<file path="config.mk">
export PLATFORM = sky130hd
export DESIGN_NAME = crc_checked_frame_parser_flat
export DESIGN_NICKNAME = d
export VERILOG_FILES = /design/src/hdl/cfp_pkg.sv /design/src/hdl/cfp_req_if.sv /design/src/hdl/cfp_rsp_if.sv /design/src/hdl/crc_checked_frame_parser.sv /design/src/flat_wrapper.sv
export SDC_FILE = /design/constraint.sdc
export NUM_CORES = 1
export LEC_CHECK = 0
export BUFFER_PORTS_ARGS = -buffer_cell sky130_fd_sc_hd__buf_2
export CAP_MARGIN = 20
export CELL_PAD_IN_SITES_DETAIL_PLACEMENT = 1
export CELL_PAD_IN_SITES_GLOBAL_PLACEMENT = 1
export CORE_ASPECT_RATIO = 1.1
export CORE_MARGIN = 1
export CORE_UTILIZATION = 48
export DETAILED_ROUTE_END_ITERATION = 8
export MAX_ROUTING_LAYER = met4
export PLACE_DENSITY_LB_ADDON = 0.1
export SETUP_SLACK_MARGIN = 0.1
export SLEW_MARGIN = 15
export SYNTH_ARGS = -nofsm -noshare
export SYNTH_HDL_FRONTEND = slang
export SYNTH_SLANG_ARGS = --single-unit
</file>
<file path="constraint.sdc">
create_clock -name clock -period 10.25 [get_ports clock]
set_input_delay 1.025 -clock clock [delete_from_list [all_inputs] [get_ports clock]]
set_output_delay 1.025 -clock clock [all_outputs]
set_load 0.05 [all_outputs]
</file>
<file path="src/hdl/cfp_pkg.sv">
// ----------------------------------------------------------------------------
// cfp_pkg: shared definitions for the CRC checked frame parser
// Field widths, status and register codes, and the CRC16 byte update.
// ----------------------------------------------------------------------------
package cfp_pkg;

   // Largest entry count a frame may carry (1 to 16).
   localparam int MAX_ENTRIES = 3;

   localparam int BYTE_W    = 8;
   localparam int STATUS_W  = 2;
   localparam int COUNT_W   = 16;
   localparam int INDEX_W   = 4;
   localparam int HALF_W    = 16;
   localparam int VALUE_W   = 32;
   localparam int CRC_W     = 16;
   localparam int ENTRY_W   = 64;

   localparam int CSR_IDX_W  = 3;
   localparam int CSR_DATA_W = 16;

   // Result status codes
   localparam logic [STATUS_W-1:0] ST_ENTRY     = 2'd0;
   localparam logic [STATUS_W-1:0] ST_BAD_FUNC  = 2'd1;
   localparam logic [STATUS_W-1:0] ST_BAD_COUNT = 2'd2;
   localparam logic [STATUS_W-1:0] ST_CRC_ERR   = 2'd3;

   // Configuration register indexes
   localparam logic [CSR_IDX_W-1:0] CSR_CRC_POLY     = 3'd0;
   localparam logic [CSR_IDX_W-1:0] CSR_CRC_INIT     = 3'd1;
   localparam logic [CSR_IDX_W-1:0] CSR_CRC_REFLECT  = 3'd2;
   localparam logic [CSR_IDX_W-1:0] CSR_CRC_XOR_OUT  = 3'd3;
   localparam logic [CSR_IDX_W-1:0] CSR_CODE_READ    = 3'd4;
   localparam logic [CSR_IDX_W-1:0] CSR_CODE_WRITE   = 3'd5;
   localparam logic [CSR_IDX_W-1:0] CSR_CODE_UPGRADE = 3'd6;

   function automatic logic [7:0] rev8(input logic [7:0] v);
      logic [7:0] r;
      for (int i = 0; i < 8; i++) begin
         r[7-i] = v[i];
      end
      return r;
   endfunction

   function automatic logic [CRC_W-1:0] rev16(input logic [CRC_W-1:0] v);
      logic [CRC_W-1:0] r;
      for (int i = 0; i < CRC_W; i++) begin
         r[CRC_W-1-i] = v[i];
      end
      return r;
   endfunction

   // One byte through the CRC16 register, MSB first (LSB first when reflect is set).
   function automatic logic [CRC_W-1:0] crc_byte(input logic [CRC_W-1:0] crc,
                                                 input logic [7:0]       b,
                                                 input logic             reflect,
                                                 input logic [CRC_W-1:0] poly);
      logic [CRC_W-1:0] c;
      logic [7:0]       d;
      d = reflect ? rev8(b) : b;
      c = crc ^ {d, 8'h00};
      for (int i = 0; i < 8; i++) begin
         c = c[CRC_W-1] ? ({c[CRC_W-2:0], 1'b0} ^ poly) : {c[CRC_W-2:0], 1'b0};
      end
      return c;
   endfunction

endpackage

</file>
<file path="src/hdl/cfp_req_if.sv">
// ----------------------------------------------------------------------------
// cfp_req_if: received byte channel
// Valid/ready channel carrying one received byte per item.
// ----------------------------------------------------------------------------
interface cfp_req_if import cfp_pkg::*; ();
   logic              valid;
   logic              ready;
   logic [BYTE_W-1:0] rx_byte;

   modport source (output valid, output rx_byte, input ready);
   modport sink   (input valid, input rx_byte, output ready);
endinterface

</file>
<file path="src/hdl/cfp_rsp_if.sv">
// ----------------------------------------------------------------------------
// cfp_rsp_if: parser result channel
// Valid/ready channel carrying one entry or error result per item.
// ----------------------------------------------------------------------------
interface cfp_rsp_if import cfp_pkg::*; ();
   logic                valid;
   logic                ready;
   logic [STATUS_W-1:0] status;
   logic [BYTE_W-1:0]   station_id;
   logic [BYTE_W-1:0]   func_code;
   logic [COUNT_W-1:0]  entry_count;
   logic [INDEX_W-1:0]  entry_index;
   logic [HALF_W-1:0]   entry_addr;
   logic [HALF_W-1:0]   entry_offset;
   logic [VALUE_W-1:0]  entry_value;
   logic                last;

   modport source (output valid, output status, output station_id, output func_code,
                   output entry_count, output entry_index, output entry_addr,
                   output entry_offset, output entry_value, output last, input ready);
   modport sink   (input valid, input status, input station_id, input func_code,
                   input entry_count, input entry_index, input entry_addr,
                   input entry_offset, input entry_value, input last, output ready);
endinterface

</file>
<file path="src/hdl/crc_checked_frame_parser.sv">
// ----------------------------------------------------------------------------
// crc_checked_frame_parser: CRC16 checked serial frame parser
// Parses address, function, count, 8-byte entries and a CRC16 from a byte
// stream and emits one result per entry of a good frame, or one error.
// ----------------------------------------------------------------------------
// Usage:
//  - req_ch takes one received byte per item. It lands in an input register;
//    the parse step (phase, entry store, CRC16 byte update) runs from there
//    into the output register rsp_ch.
//  - rsp_ch gives results: per entry of a good frame (status 0, last set on
//    the final entry) after the second CRC byte, or one error item (bad
//    function on the function byte, bad count on the second count byte, CRC
//    mismatch on the second CRC byte), always with last set.
//  - Result path: a taken byte goes to the input register, then its result
//    goes to the output register.
//  - Throughput: one byte per cycle when not stalled. A good frame holds the
//    input while the output register walks the entry store.
//  - Receiver stall: the output register holds its item. Bytes that cause no
//    result keep moving; the first byte that causes one waits in the input
//    register and req_ch.ready stays low until the output register frees.
//  - Reset (synchronous): configuration returns to its defaults, the parser
//    waits for an address byte, both channels empty. No clearing pass.
//  - csr_*: write-only registers, user writes only while idle; not enforced.
// ----------------------------------------------------------------------------
module crc_checked_frame_parser import cfp_pkg::*; (
   input  logic                  clock,
   input  logic                  reset,
   cfp_req_if.sink               req_ch,
   cfp_rsp_if.source             rsp_ch,
   input  logic                  csr_wr_en,
   input  logic [CSR_IDX_W-1:0]  csr_index,
   input  logic [CSR_DATA_W-1:0] csr_wdata
);

   localparam int ST_IDX_W = (MAX_ENTRIES > 1) ? $clog2(MAX_ENTRIES) : 1;
   localparam int CNT_W    = $clog2(MAX_ENTRIES + 1);
   localparam int BC_W     = 8;

   typedef enum logic [4:0] {
      PH_ADDR  = 5'b00001,
      PH_FUNC  = 5'b00010,
      PH_COUNT = 5'b00100,
      PH_DATA  = 5'b01000,
      PH_CRC   = 5'b10000
   } phase_type;

   typedef struct packed {
      logic [STATUS_W-1:0] status;
      logic [BYTE_W-1:0]   station_id;
      logic [BYTE_W-1:0]   func_code;
      logic [COUNT_W-1:0]  entry_count;
      logic [INDEX_W-1:0]  entry_index;
      logic [HALF_W-1:0]   entry_addr;
      logic [HALF_W-1:0]   entry_offset;
      logic [VALUE_W-1:0]  entry_value;
      logic                last;
   } rsp_item_type;

   // ---------------- configuration registers ----------------
   logic [CRC_W-1:0]  crc_poly_ff, crc_init_ff, crc_xor_out_ff;
   logic              crc_reflect_ff;
   logic [BYTE_W-1:0] code_read_ff, code_write_ff, code_upgrade_ff;

   always_ff @(posedge clock) begin
      if (reset) begin
         crc_poly_ff     <= 16'h8005;
         crc_init_ff     <= 16'hFFFF;
         crc_reflect_ff  <= 1'b1;
         crc_xor_out_ff  <= 16'h0000;
         code_read_ff    <= 8'd3;
         code_write_ff   <= 8'd16;
         code_upgrade_ff <= 8'd32;
      end else if (csr_wr_en) begin
         unique case (csr_index)
            CSR_CRC_POLY:     crc_poly_ff     <= csr_wdata;
            CSR_CRC_INIT:     crc_init_ff     <= csr_wdata;
            CSR_CRC_REFLECT:  crc_reflect_ff  <= csr_wdata[0];
            CSR_CRC_XOR_OUT:  crc_xor_out_ff  <= csr_wdata;
            CSR_CODE_READ:    code_read_ff    <= csr_wdata[BYTE_W-1:0];
            CSR_CODE_WRITE:   code_write_ff   <= csr_wdata[BYTE_W-1:0];
            CSR_CODE_UPGRADE: code_upgrade_ff <= csr_wdata[BYTE_W-1:0];
            default: ;
         endcase
      end
   end

   // ---------------- input register ----------------
   logic              in_valid_ff;
   logic [BYTE_W-1:0] in_byte_ff;
   logic              consume;

   assign req_ch.ready = !in_valid_ff || consume;

   always_ff @(posedge clock) begin
      if (reset) begin
         in_valid_ff <= 1'b0;
      end else if (req_ch.valid && req_ch.ready) begin
         in_valid_ff <= 1'b1;
      end else if (consume) begin
         in_valid_ff <= 1'b0;
      end
   end

   always_ff @(posedge clock) begin
      if (req_ch.valid && req_ch.ready) begin
         in_byte_ff <= req_ch.rx_byte;
      end
   end

   // ---------------- parser state ----------------
   phase_type          phase_ff, phase_in;
   logic [BC_W-1:0]    byte_count_ff, byte_count_in;
   logic [BYTE_W-1:0]  frame_station_ff, frame_station_in;
   logic [BYTE_W-1:0]  frame_func_ff, frame_func_in;
   logic [COUNT_W-1:0] frame_count_ff, frame_count_in;
   logic [CRC_W-1:0]   running_crc_ff, running_crc_in;
   logic [CRC_W-1:0]   frozen_crc_ff, frozen_crc_in;
   logic [BYTE_W-1:0]  rx_crc_hi_ff, rx_crc_hi_in;
   logic [ENTRY_W-1:0] entry_store_ff [MAX_ENTRIES];

   // Burst walk of the entry store after a good frame
   logic               burst_active_ff;
   logic [INDEX_W-1:0] burst_idx_ff;

   // Output register
   logic               rsp_valid_ff;
   rsp_item_type       rsp_item_ff;

   logic               out_free;
   logic               emit_err, emit_good;
   logic [STATUS_W-1:0] err_status;
   logic [BYTE_W-1:0]  err_func;
   logic [COUNT_W-1:0] err_count;
   logic               store_wr;
   logic [BC_W-4:0]    store_sel;
   logic [CRC_W-1:0]   crc_base, crc_next, crc_final;
   logic [COUNT_W-1:0] count_full;
   logic               code_ok;

   assign out_free = !rsp_valid_ff || rsp_ch.ready;

   always_comb begin
      phase_in         = phase_ff;
      byte_count_in    = byte_count_ff;
      frame_station_in = frame_station_ff;
      frame_func_in    = frame_func_ff;
      frame_count_in   = frame_count_ff;
      running_crc_in   = running_crc_ff;
      frozen_crc_in    = frozen_crc_ff;
      rx_crc_hi_in     = rx_crc_hi_ff;
      emit_err         = 1'b0;
      emit_good        = 1'b0;
      err_status       = ST_ENTRY;
      err_func         = frame_func_ff;
      err_count        = frame_count_ff;
      store_wr         = 1'b0;
      store_sel        = byte_count_ff[BC_W-1:3];

      // A new frame restarts the CRC from crc_init.
      crc_base   = (phase_ff == PH_FUNC || phase_ff == PH_COUNT || phase_ff == PH_DATA ||
                    phase_ff == PH_CRC) ? running_crc_ff : crc_init_ff;
      crc_next   = crc_byte(crc_base, in_byte_ff, crc_reflect_ff, crc_poly_ff);
      crc_final  = (crc_reflect_ff ? rev16(crc_next) : crc_next) ^ crc_xor_out_ff;
      count_full = {frame_count_ff[COUNT_W-1:BYTE_W], in_byte_ff};
      code_ok    = (in_byte_ff == code_read_ff) || (in_byte_ff == code_write_ff) ||
                   (in_byte_ff == code_upgrade_ff);

      unique case (phase_ff)
         PH_FUNC: begin
            if (!code_ok) begin
               emit_err   = 1'b1;
               err_status = ST_BAD_FUNC;
               err_func   = in_byte_ff;
               err_count  = '0;
               phase_in   = PH_ADDR;
            end else begin
               frame_func_in  = in_byte_ff;
               running_crc_in = crc_next;
               phase_in       = PH_COUNT;
               byte_count_in  = '0;
            end
         end
         PH_COUNT: begin
            running_crc_in = crc_next;
            if (byte_count_ff == '0) begin
               frame_count_in = {in_byte_ff, 8'h00};
               byte_count_in  = BC_W'(1);
            end else begin
               frame_count_in = count_full;
               byte_count_in  = '0;
               if (count_full == '0 || count_full > COUNT_W'(MAX_ENTRIES)) begin
                  emit_err   = 1'b1;
                  err_status = ST_BAD_COUNT;
                  err_count  = count_full;
                  phase_in   = PH_ADDR;
               end else begin
                  phase_in = PH_DATA;
               end
            end
         end
         PH_DATA: begin
            store_wr       = (store_sel < (BC_W-3)'(MAX_ENTRIES));
            running_crc_in = crc_next;
            byte_count_in  = BC_W'(byte_count_ff + 1'b1);
            if (({1'b0, byte_count_ff} + 9'd1) >= (9'(frame_count_ff[CNT_W-1:0]) << 3)) begin
               frozen_crc_in = crc_final;
               phase_in      = PH_CRC;
               byte_count_in = '0;
            end
         end
         PH_CRC: begin
            if (byte_count_ff == '0) begin
               rx_crc_hi_in  = in_byte_ff;
               byte_count_in = BC_W'(1);
            end else begin
               byte_count_in = '0;
               phase_in      = PH_ADDR;
               if ({rx_crc_hi_ff, in_byte_ff} != frozen_crc_ff) begin
                  emit_err   = 1'b1;
                  err_status = ST_CRC_ERR;
               end else begin
                  emit_good = 1'b1;
               end
            end
         end
         default: begin
            // address byte, and any stray phase code
            frame_station_in = in_byte_ff;
            running_crc_in   = crc_next;
            byte_count_in    = '0;
            phase_in         = PH_FUNC;
         end
      endcase
   end

   // Input item moves on when no burst is running and its result has a slot.
   assign consume = in_valid_ff && !burst_active_ff &&
                    (!(emit_err || emit_good) || out_free);

   always_ff @(posedge clock) begin
      if (reset) begin
         phase_ff      <= PH_ADDR;
         byte_count_ff <= '0;
      end else if (consume) begin
         phase_ff      <= phase_in;
         byte_count_ff <= byte_count_in;
      end
   end

   always_ff @(posedge clock) begin
      if (reset) begin
         frame_station_ff <= '0;
         frame_func_ff    <= '0;
         frame_count_ff   <= '0;
         running_crc_ff   <= '0;
         frozen_crc_ff    <= '0;
         rx_crc_hi_ff     <= '0;
      end else if (consume) begin
         frame_station_ff <= frame_station_in;
         frame_func_ff    <= frame_func_in;
         frame_count_ff   <= frame_count_in;
         running_crc_ff   <= running_crc_in;
         frozen_crc_ff    <= frozen_crc_in;
         rx_crc_hi_ff     <= rx_crc_hi_in;
      end
   end

   // Entries shift in big-endian, one byte at a time.
   always_ff @(posedge clock) begin
      if (consume && store_wr) begin
         entry_store_ff[store_sel[ST_IDX_W-1:0]] <=
            {entry_store_ff[store_sel[ST_IDX_W-1:0]][ENTRY_W-9:0], in_byte_ff};
      end
   end

   // ---------------- result assembly ----------------
   logic [INDEX_W-1:0] entry_sel;
   logic [ENTRY_W-1:0] entry_word;
   rsp_item_type       entry_item, err_item;

   always_comb begin
      entry_sel  = burst_active_ff ? burst_idx_ff : '0;
      entry_word = entry_store_ff[entry_sel[ST_IDX_W-1:0]];

      entry_item.status       = ST_ENTRY;
      entry_item.station_id   = frame_station_ff;
      entry_item.func_code    = frame_func_ff;
      entry_item.entry_count  = frame_count_ff;
      entry_item.entry_index  = entry_sel;
      entry_item.entry_addr   = entry_word[63:48];
      entry_item.entry_offset = entry_word[47:32];
      entry_item.entry_value  = entry_word[31:0];
      entry_item.last         = ((COUNT_W'(entry_sel) + 16'd1) == frame_count_ff);

      err_item.status       = err_status;
      err_item.station_id   = frame_station_ff;
      err_item.func_code    = err_func;
      err_item.entry_count  = err_count;
      err_item.entry_index  = '0;
      err_item.entry_addr   = '0;
      err_item.entry_offset = '0;
      err_item.entry_value  = '0;
      err_item.last         = 1'b1;
   end

   always_ff @(posedge clock) begin
      if (reset) begin
         rsp_valid_ff    <= 1'b0;
         burst_active_ff <= 1'b0;
         burst_idx_ff    <= '0;
      end else if (consume && emit_err) begin
         rsp_valid_ff <= 1'b1;
      end else if (consume && emit_good) begin
         rsp_valid_ff    <= 1'b1;
         burst_active_ff <= !entry_item.last;
         burst_idx_ff    <= INDEX_W'(1);
      end else if (burst_active_ff && out_free) begin
         rsp_valid_ff    <= 1'b1;
         burst_active_ff <= !entry_item.last;
         burst_idx_ff    <= INDEX_W'(burst_idx_ff + 1'b1);
      end else if (rsp_ch.ready) begin
         rsp_valid_ff <= 1'b0;
      end
   end

   always_ff @(posedge clock) begin
      if (consume && emit_err) begin
         rsp_item_ff <= err_item;
      end else if ((consume && emit_good) || (burst_active_ff && out_free)) begin
         rsp_item_ff <= entry_item;
      end
   end

   assign rsp_ch.valid        = rsp_valid_ff;
   assign rsp_ch.status       = rsp_item_ff.status;
   assign rsp_ch.station_id   = rsp_item_ff.station_id;
   assign rsp_ch.func_code    = rsp_item_ff.func_code;
   assign rsp_ch.entry_count  = rsp_item_ff.entry_count;
   assign rsp_ch.entry_index  = rsp_item_ff.entry_index;
   assign rsp_ch.entry_addr   = rsp_item_ff.entry_addr;
   assign rsp_ch.entry_offset = rsp_item_ff.entry_offset;
   assign rsp_ch.entry_value  = rsp_item_ff.entry_value;
   assign rsp_ch.last         = rsp_item_ff.last;

`ifndef SYNTH
   // A burst never overlaps parsing of the next byte.
   a_burst_blocks_input: assert property (@(posedge clock) disable iff (reset)
      burst_active_ff |-> !consume)
      else $error("input consumed during entry burst");

   // A burst only runs after the parser has returned to address wait.
   a_burst_phase: assert property (@(posedge clock) disable iff (reset)
      burst_active_ff |-> (phase_ff == PH_ADDR))
      else $error("entry burst outside address phase");

   // Burst index stays inside the frame's entry count.
   a_burst_index: assert property (@(posedge clock) disable iff (reset)
      burst_active_ff |-> (COUNT_W'(burst_idx_ff) < frame_count_ff))
      else $error("burst index past entry count");

   // Error results always close their byte's results.
   a_err_last: assert property (@(posedge clock) disable iff (reset)
      (rsp_valid_ff && rsp_item_ff.status != ST_ENTRY) |-> rsp_item_ff.last)
      else $error("error result without last");

   // Data phase only ever follows a legal entry count.
   a_data_count: assert property (@(posedge clock) disable iff (reset)
      (phase_ff == PH_DATA) |->
         (frame_count_ff != '0 && frame_count_ff <= COUNT_W'(MAX_ENTRIES)))
      else $error("data phase with illegal count");
`endif

endmodule
</file>
<file path="src/flat_wrapper.sv">
// flat-port wrapper written by rule: the top's interface ports become plain ports
module crc_checked_frame_parser_flat import cfp_pkg::*;
  (clock, reset, csr_wr_en, csr_index, csr_wdata, req_ch_valid, req_ch_rx_byte, req_ch_ready, rsp_ch_valid, rsp_ch_status, rsp_ch_station_id, rsp_ch_func_code, rsp_ch_entry_count, rsp_ch_entry_index, rsp_ch_entry_addr, rsp_ch_entry_offset, rsp_ch_entry_value, rsp_ch_last, rsp_ch_ready);
  cfp_req_if req_ch_i ();
  cfp_rsp_if rsp_ch_i ();
  input  logic clock;
  input  logic reset;
  input  logic csr_wr_en;
  input  logic [CSR_IDX_W-1:0] csr_index;
  input  logic [CSR_DATA_W-1:0] csr_wdata;
  input wire logic [$bits(req_ch_i.valid)-1:0] req_ch_valid;
  input wire logic [$bits(req_ch_i.rx_byte)-1:0] req_ch_rx_byte;
  output wire logic [$bits(req_ch_i.ready)-1:0] req_ch_ready;
  output wire logic [$bits(rsp_ch_i.valid)-1:0] rsp_ch_valid;
  output wire logic [$bits(rsp_ch_i.status)-1:0] rsp_ch_status;
  output wire logic [$bits(rsp_ch_i.station_id)-1:0] rsp_ch_station_id;
  output wire logic [$bits(rsp_ch_i.func_code)-1:0] rsp_ch_func_code;
  output wire logic [$bits(rsp_ch_i.entry_count)-1:0] rsp_ch_entry_count;
  output wire logic [$bits(rsp_ch_i.entry_index)-1:0] rsp_ch_entry_index;
  output wire logic [$bits(rsp_ch_i.entry_addr)-1:0] rsp_ch_entry_addr;
  output wire logic [$bits(rsp_ch_i.entry_offset)-1:0] rsp_ch_entry_offset;
  output wire logic [$bits(rsp_ch_i.entry_value)-1:0] rsp_ch_entry_value;
  output wire logic [$bits(rsp_ch_i.last)-1:0] rsp_ch_last;
  input wire logic [$bits(rsp_ch_i.ready)-1:0] rsp_ch_ready;
  assign req_ch_i.valid = req_ch_valid;
  assign req_ch_i.rx_byte = req_ch_rx_byte;
  assign req_ch_ready = req_ch_i.ready;
  assign rsp_ch_valid = rsp_ch_i.valid;
  assign rsp_ch_status = rsp_ch_i.status;
  assign rsp_ch_station_id = rsp_ch_i.station_id;
  assign rsp_ch_func_code = rsp_ch_i.func_code;
  assign rsp_ch_entry_count = rsp_ch_i.entry_count;
  assign rsp_ch_entry_index = rsp_ch_i.entry_index;
  assign rsp_ch_entry_addr = rsp_ch_i.entry_addr;
  assign rsp_ch_entry_offset = rsp_ch_i.entry_offset;
  assign rsp_ch_entry_value = rsp_ch_i.entry_value;
  assign rsp_ch_last = rsp_ch_i.last;
  assign rsp_ch_i.ready = rsp_ch_ready;
  crc_checked_frame_parser u_core (.clock(clock), .reset(reset), .req_ch(req_ch_i), .rsp_ch(rsp_ch_i), .csr_wr_en(csr_wr_en), .csr_index(csr_index), .csr_wdata(csr_wdata));
endmodule
</file>
==> flow_summary.html <==
<table>
<tr><th>Metric</th><th>Value</th></tr>
<tr><th colspan="2">Global route</th></tr>
<tr><td>Via count of the first global-routing pass</td><td>about 20,000</td></tr>
<tr><td>All-Layer GR Usage</td><td>31.4%</td></tr>
<tr><td>Total gr overflow</td><td>0</td></tr>
<tr><td>Largest net degree at the start of global routing</td><td>83</td></tr>
<tr><td>Initial antenna violation count</td><td>0</td></tr>
<tr><td>Global-route wire length before repair</td><td>roughly 120,000 um</td></tr>
<tr><th colspan="2">Route</th></tr>
<tr><td>Pre-antenna DRT Iters</td><td>5</td></tr>
<tr><td>Violation count after the first detailed-route iteration</td><td>approximately 1,300</td></tr>
<tr><td>Routed wire length</td><td>75,100 um</td></tr>
<tr><td>Number of vias in the routed layout</td><td>between 15,000 and 20,000</td></tr>
<tr><td>Remaining routing DRC violations</td><td>0</td></tr>
<tr><td>Routed len/inst</td><td>23.3 um</td></tr>
<tr><td>Number of nets with antenna violations after routing</td><td>0</td></tr>
<tr><td>Number of vias per cell after detailed routing</td><td>6.03</td></tr>
<tr><th colspan="2">STA</th></tr>
<tr><td>Transition time at the pin with the least slew margin</td><td>around 1.1 ns</td></tr>
<tr><td>Time the worst path needs with I/O delays and setup</td><td>7.32 ns</td></tr>
<tr><td>Endpoints failing setup</td><td>0</td></tr>
<tr><td>Total negative slack for setup checks</td><td>0 ns</td></tr>
<tr><td>Setup slack after layout</td><td>2.93 ns</td></tr>
<tr><td>Final count of hold timing violations</td><td>0</td></tr>
<tr><td>Headroom to the max-slew limit</td><td>between 20 and 30%</td></tr>
<tr><td>Clock tree skew after final layout</td><td>0.0243 ns</td></tr>
<tr><td>Maximum clock frequency</td><td>0.137 GHz</td></tr>
<tr><td>Final worst path period share</td><td>71.4%</td></tr>
<tr><td>Final Slew Violations</td><td>0</td></tr>
<tr><td>Unrepaired setup endpoints after global routing</td><td>no</td></tr>
<tr><th colspan="2">Setup path</th></tr>
<tr><td>List of cells traversed by the critical path</td><td>or4b_1, o311ai_2, and3_1, nor3_2, nor2_1, a21oi_1, o31ai_4, xor2_4, mux2i_1, o21bai_1, nand2_2, nor2_1, a311oi_1, o21ai_0, xnor2_1, xor2_1, mux2i_1, nor4_2</td></tr>
<tr><td>Slowest stage delay, CP</td><td>0.83 ns</td></tr>
<tr><td>Worst-path cell with the longest stage delay</td><td>sky130_fd_sc_hd__nor2_1</td></tr>
<tr><td>Worst path top cell family by delay</td><td>simple AND/OR/NAND/NOR gates</td></tr>
<tr><td>Depth of the most critical reg-to-reg path</td><td>18</td></tr>
<tr><td>Crit path arrival time</td><td>7.76 ns</td></tr>
<tr><td>Worst setup EP type</td><td>flip-flop</td></tr>
<tr><td>Req. time, crit path</td><td>about 11 ns</td></tr>
<tr><td>Number of buffers and inverters on the critical path</td><td>0</td></tr>
<tr><td>Critical setup path kind</td><td>flip-flop to flip-flop</td></tr>
<tr><td>CP Launch Type</td><td>flip-flop</td></tr>
<tr><td>Crit path depth</td><td>18</td></tr>
<tr><td>Largest fanout on the critical path</td><td>18</td></tr>
<tr><th colspan="2">Yosys</th></tr>
<tr><td>Commonest cells in the synthesized netlist</td><td>sky130_fd_sc_hd__nand2_1, sky130_fd_sc_hd__a21oi_1, sky130_fd_sc_hd__dfxtp_1</td></tr>
<tr><td>Top cell type by total area after synthesis</td><td>sky130_fd_sc_hd__edfxtp_1</td></tr>
<tr><td>Yosys warning total</td><td>0</td></tr>
<tr><td>Per-instance average area after synthesis</td><td>9.31 sq um</td></tr>
<tr><td>Register area share after synthesis</td><td>about half</td></tr>
<tr><td>Number of nets in the synthesized netlist</td><td>2,532</td></tr>
<tr><td>Cell area after technology mapping</td><td>0.0232 sq mm</td></tr>
<tr><td>Cell types occupying the most area after synthesis</td><td>sky130_fd_sc_hd__edfxtp_1, sky130_fd_sc_hd__dfxtp_1, sky130_fd_sc_hd__nand2_1</td></tr>
<tr><td>Count of cell types in the netlist</td><td>93</td></tr>
<tr><td>Most repeated cell in the gate-level netlist after synthesis</td><td>sky130_fd_sc_hd__nand2_1</td></tr>
<tr><td>Number of standard cells after synthesis</td><td>around 2,500</td></tr>
<tr><td>Post-synthesis sequential element count</td><td>470</td></tr>
<tr><td>Top cell type's share of synthesized area</td><td>30.3%</td></tr>
<tr><td>Top FF cell, synth</td><td>sky130_fd_sc_hd__dfxtp_1</td></tr>
<tr><td>Number of flops mapped to enable cells by yosys</td><td>234</td></tr>
<tr><td>Fraction of registers with async set or reset after synthesis</td><td>0%</td></tr>
<tr><th colspan="2">Floorplan</th></tr>
<tr><td>Starting density of the core</td><td>48.5%</td></tr>
<tr><td>Area of the die</td><td>0.0492 sq mm</td></tr>
<tr><td>Top-Level Pins</td><td>137</td></tr>
<tr><td>Cell row count</td><td>84</td></tr>
<tr><td>Die extent in x</td><td>212 um</td></tr>
<tr><td>Placeable core area</td><td>0.0478 sq mm</td></tr>
<tr><td>DIE HEIGHT</td><td>233 um</td></tr>
<tr><th colspan="2">Power</th></tr>
<tr><td>Switching Power</td><td>around 1.2 mW</td></tr>
<tr><td>Part of the total power dissipated in the clock network</td><td>around two fifths</td></tr>
<tr><td>Peak supply drop</td><td>0.130 mV</td></tr>
<tr><td>Portion of total power attributed to combinational logic</td><td>about 14%</td></tr>
<tr><td>Switch share</td><td>26.8%</td></tr>
<tr><td>Total chip power</td><td>4.44 mW</td></tr>
<tr><td>Leakage dissipation</td><td>9.36 nW</td></tr>
<tr><td>Internal power</td><td>3.25 mW</td></tr>
<tr><td>Part of the power in registers</td><td>45.1%</td></tr>
<tr><td>Areal power density over the cells</td><td>between 150 and 200 mW/mm^2</td></tr>
<tr><th colspan="2">CTS</th></tr>
<tr><td>Latest clock arrival within the worst-skew pair</td><td>approximately 0.6 ns</td></tr>
<tr><td>CTS tree</td><td>built</td></tr>
<tr><td>Number of post-CTS setup repair buffers</td><td>0</td></tr>
<tr><td>Number of hold-repair buffers added at the cts stage</td><td>0</td></tr>
<tr><td>Maximum count of clock buffers along a single path</td><td>3</td></tr>
<tr><td>CTS clock-pin slew for the worst setup and hold paths</td><td>approximately 0.060 ns</td></tr>
<tr><td>Number of gates resized after CTS</td><td>0</td></tr>
<tr><td>H-Tree Level Count</td><td>2</td></tr>
<tr><td>Library cell used as clock root buffer</td><td>sky130_fd_sc_hd__clkbuf_16</td></tr>
<tr><td>Sink Count</td><td>470</td></tr>
<tr><td>TritonCTS Buffers</td><td>between 40 and 50</td></tr>
<tr><th colspan="2">Layout</th></tr>
<tr><td>Fraction of final layout cells with drive strength greater than 1</td><td>between 10% and 20%</td></tr>
<tr><td>Final standard cell utilization of the core</td><td>54.3%</td></tr>
<tr><td>FF/Latch Area</td><td>0.0118 sq mm</td></tr>
<tr><td>Area of combinational cells with multiple inputs</td><td>~0.011 sq mm</td></tr>
<tr><td>Final #Nets</td><td>2,574</td></tr>
<tr><td>Count of fill cells added during filler insertion</td><td>5,421</td></tr>
<tr><td>Relative area change from synthesis to final layout</td><td>11.9%</td></tr>
<tr><td>Design Area, Final</td><td>around 0.026 sq mm</td></tr>
<tr><td>Diodes inserted</td><td>0</td></tr>
<tr><th colspan="2">Place</th></tr>
<tr><td>Placed cell areas</td><td>0.0244 sq mm</td></tr>
<tr><td>Count of buffers inserted at the top-level ports</td><td>136</td></tr>
<tr><td>Weighted congestion reported at the end of routability-driven placement</td><td>0.908</td></tr>
<tr><td>Worst slack after detailed placement</td><td>roughly 3.1 ns</td></tr>
<tr><td>Post-DP HPWL</td><td>49,300 um</td></tr>
<tr><th colspan="2">Job</th></tr>
<tr><td>Max Cap Viol</td><td>0</td></tr>
<tr><th colspan="2">Min path</th></tr>
<tr><td>Cells on Worst Hold Path</td><td>2</td></tr>
<tr><td>Hold Path Class</td><td>flip-flop to flip-flop</td></tr>
<tr><th colspan="2">Outcome</th></tr>
<tr><td>Run status</td><td>finished, final reports clean</td></tr>
</table>
layout by cell type (no fill, tap or decap), drive strengths merged, types with 9 or more instances in the layout:
master  Yosys  routed
a211oi     20      20
a21oi     242     242
a22o       17      17
a31oi       9       9
a32oi      28      28
and2       15      15
and3       10      10
buf        22     177
clkbuf    164      66
clkinv      6      22
dfxtp     236     236
edfxtp    234     234
inv        23      24
mux2       10      10
mux2i     129     129
nand2     438     438
nand2b     11      11
nand3     106     106
nand3b     27      27
nand4      12      12
nor2      165     165
nor2b      15      15
nor3       39      39
nor4       20      20
o211ai     34      34
o21ai     197     197
o221ai     11      11
or3        14      14
xnor2      71      71
xor2       52      52
sequential cells by signal (all words and copies together) (netlist names), 16 cells and up, named ones only:
name and cells:
u_core.crc_init_ff 16, u_core.crc_poly_ff 16, u_core.rsp_ch.entry_count 16, u_core.frozen_crc_ff 16
u_core.rsp_ch.entry_value 32, u_core.entry_store_ff 192, u_core.rsp_ch.entry_addr 16, u_core.running_crc_ff 16
u_core.crc_xor_out_ff 16, u_core.rsp_ch.entry_offset 16, u_core.frame_count_ff 16
through the flow:
stage	std cells	hold slack [ns]
final	3219	0.456
after global routing	3219	0.489
after CTS	3219	0.458
after detailed placement	3129	0.449
after global placement	3129	0.435
after floorplan	2493	0.430
routing by layer:
layer,GRT usage [%],routed length (um)
met1,37.1,31700
met2,54.8,38100
met3,3.28,2600
met4,11.9,2720
met5,-,0
layout make-up:
class	instances	area share, %
Sequential cell	470	45.3
Multi-Input combinational cell	1808	41.1
Clock buffer	66	5.27
Timing Repair Buffer	177	3.81
Tap cell	645	3.11
Clock inverter	24	0.982
Inverter	29	0.419
worst paths after layout:
check                                            start                                        end  slack, ns
min reg2reg  u_core.rsp_ch.entry_index[3]$_SDFFE_PP0N_  u_core.rsp_ch.entry_index[3]$_SDFFE_PP0N_       0.46
max                    u_core.phase_ff[1]$_SDFFE_PP0P_       u_core.frozen_crc_ff[8]$_SDFFE_PP0P_       2.93
max reg2reg            u_core.phase_ff[1]$_SDFFE_PP0P_       u_core.frozen_crc_ff[8]$_SDFFE_PP0P_       2.93
min          u_core.rsp_ch.entry_index[3]$_SDFFE_PP0N_  u_core.rsp_ch.entry_index[3]$_SDFFE_PP0N_       0.46
power groups by stage:
stage	combinational [mW]	sequential [mW]	clock (mW)
after CTS	0.617	2.00	1.84
final	0.622	2.00	1.81
after floorplan	0.439	2.04	0
after global routing	0.670	2.00	1.91
after detailed placement	0.613	2.04	0
after global placement	0.600	2.04	0
logic make-up after synthesis:
family | count (synthesis) | share of synthesized area (%)
AOI/OAI and AO/OA | 648 | 17.2
xor gates and xnor gates | 126 | 5.08
adders and majority gates | 7 | 0.377
buffers and inverters | 215 | 3.56
DFF | 470 | 50.6
muxes | 139 | 6.05
and+or+nand+nor | 888 | 17.1
worst reg2reg max path, cell delays in order, from the launching register on:
cell,delay (ns)
sky130_fd_sc_hd__dfxtp_1,0.37
sky130_fd_sc_hd__or4b_1,0.58
sky130_fd_sc_hd__o311ai_2,0.19
sky130_fd_sc_hd__and3_1,0.29
sky130_fd_sc_hd__nor3_2,0.09
sky130_fd_sc_hd__nor2_1,0.83
sky130_fd_sc_hd__a21oi_1,0.33
sky130_fd_sc_hd__o31ai_4,0.39
sky130_fd_sc_hd__xor2_4,0.56
sky130_fd_sc_hd__mux2i_1,0.27
sky130_fd_sc_hd__o21bai_1,0.68
sky130_fd_sc_hd__nand2_2,0.39
sky130_fd_sc_hd__nor2_1,0.76
sky130_fd_sc_hd__a311oi_1,0.19
sky130_fd_sc_hd__o21ai_0,0.24
sky130_fd_sc_hd__xnor2_1,0.20
sky130_fd_sc_hd__xor2_1,0.41
sky130_fd_sc_hd__mux2i_1,0.30
sky130_fd_sc_hd__nor4_2,0.08
Note: power is estimated with default switching activity, not from simulation.
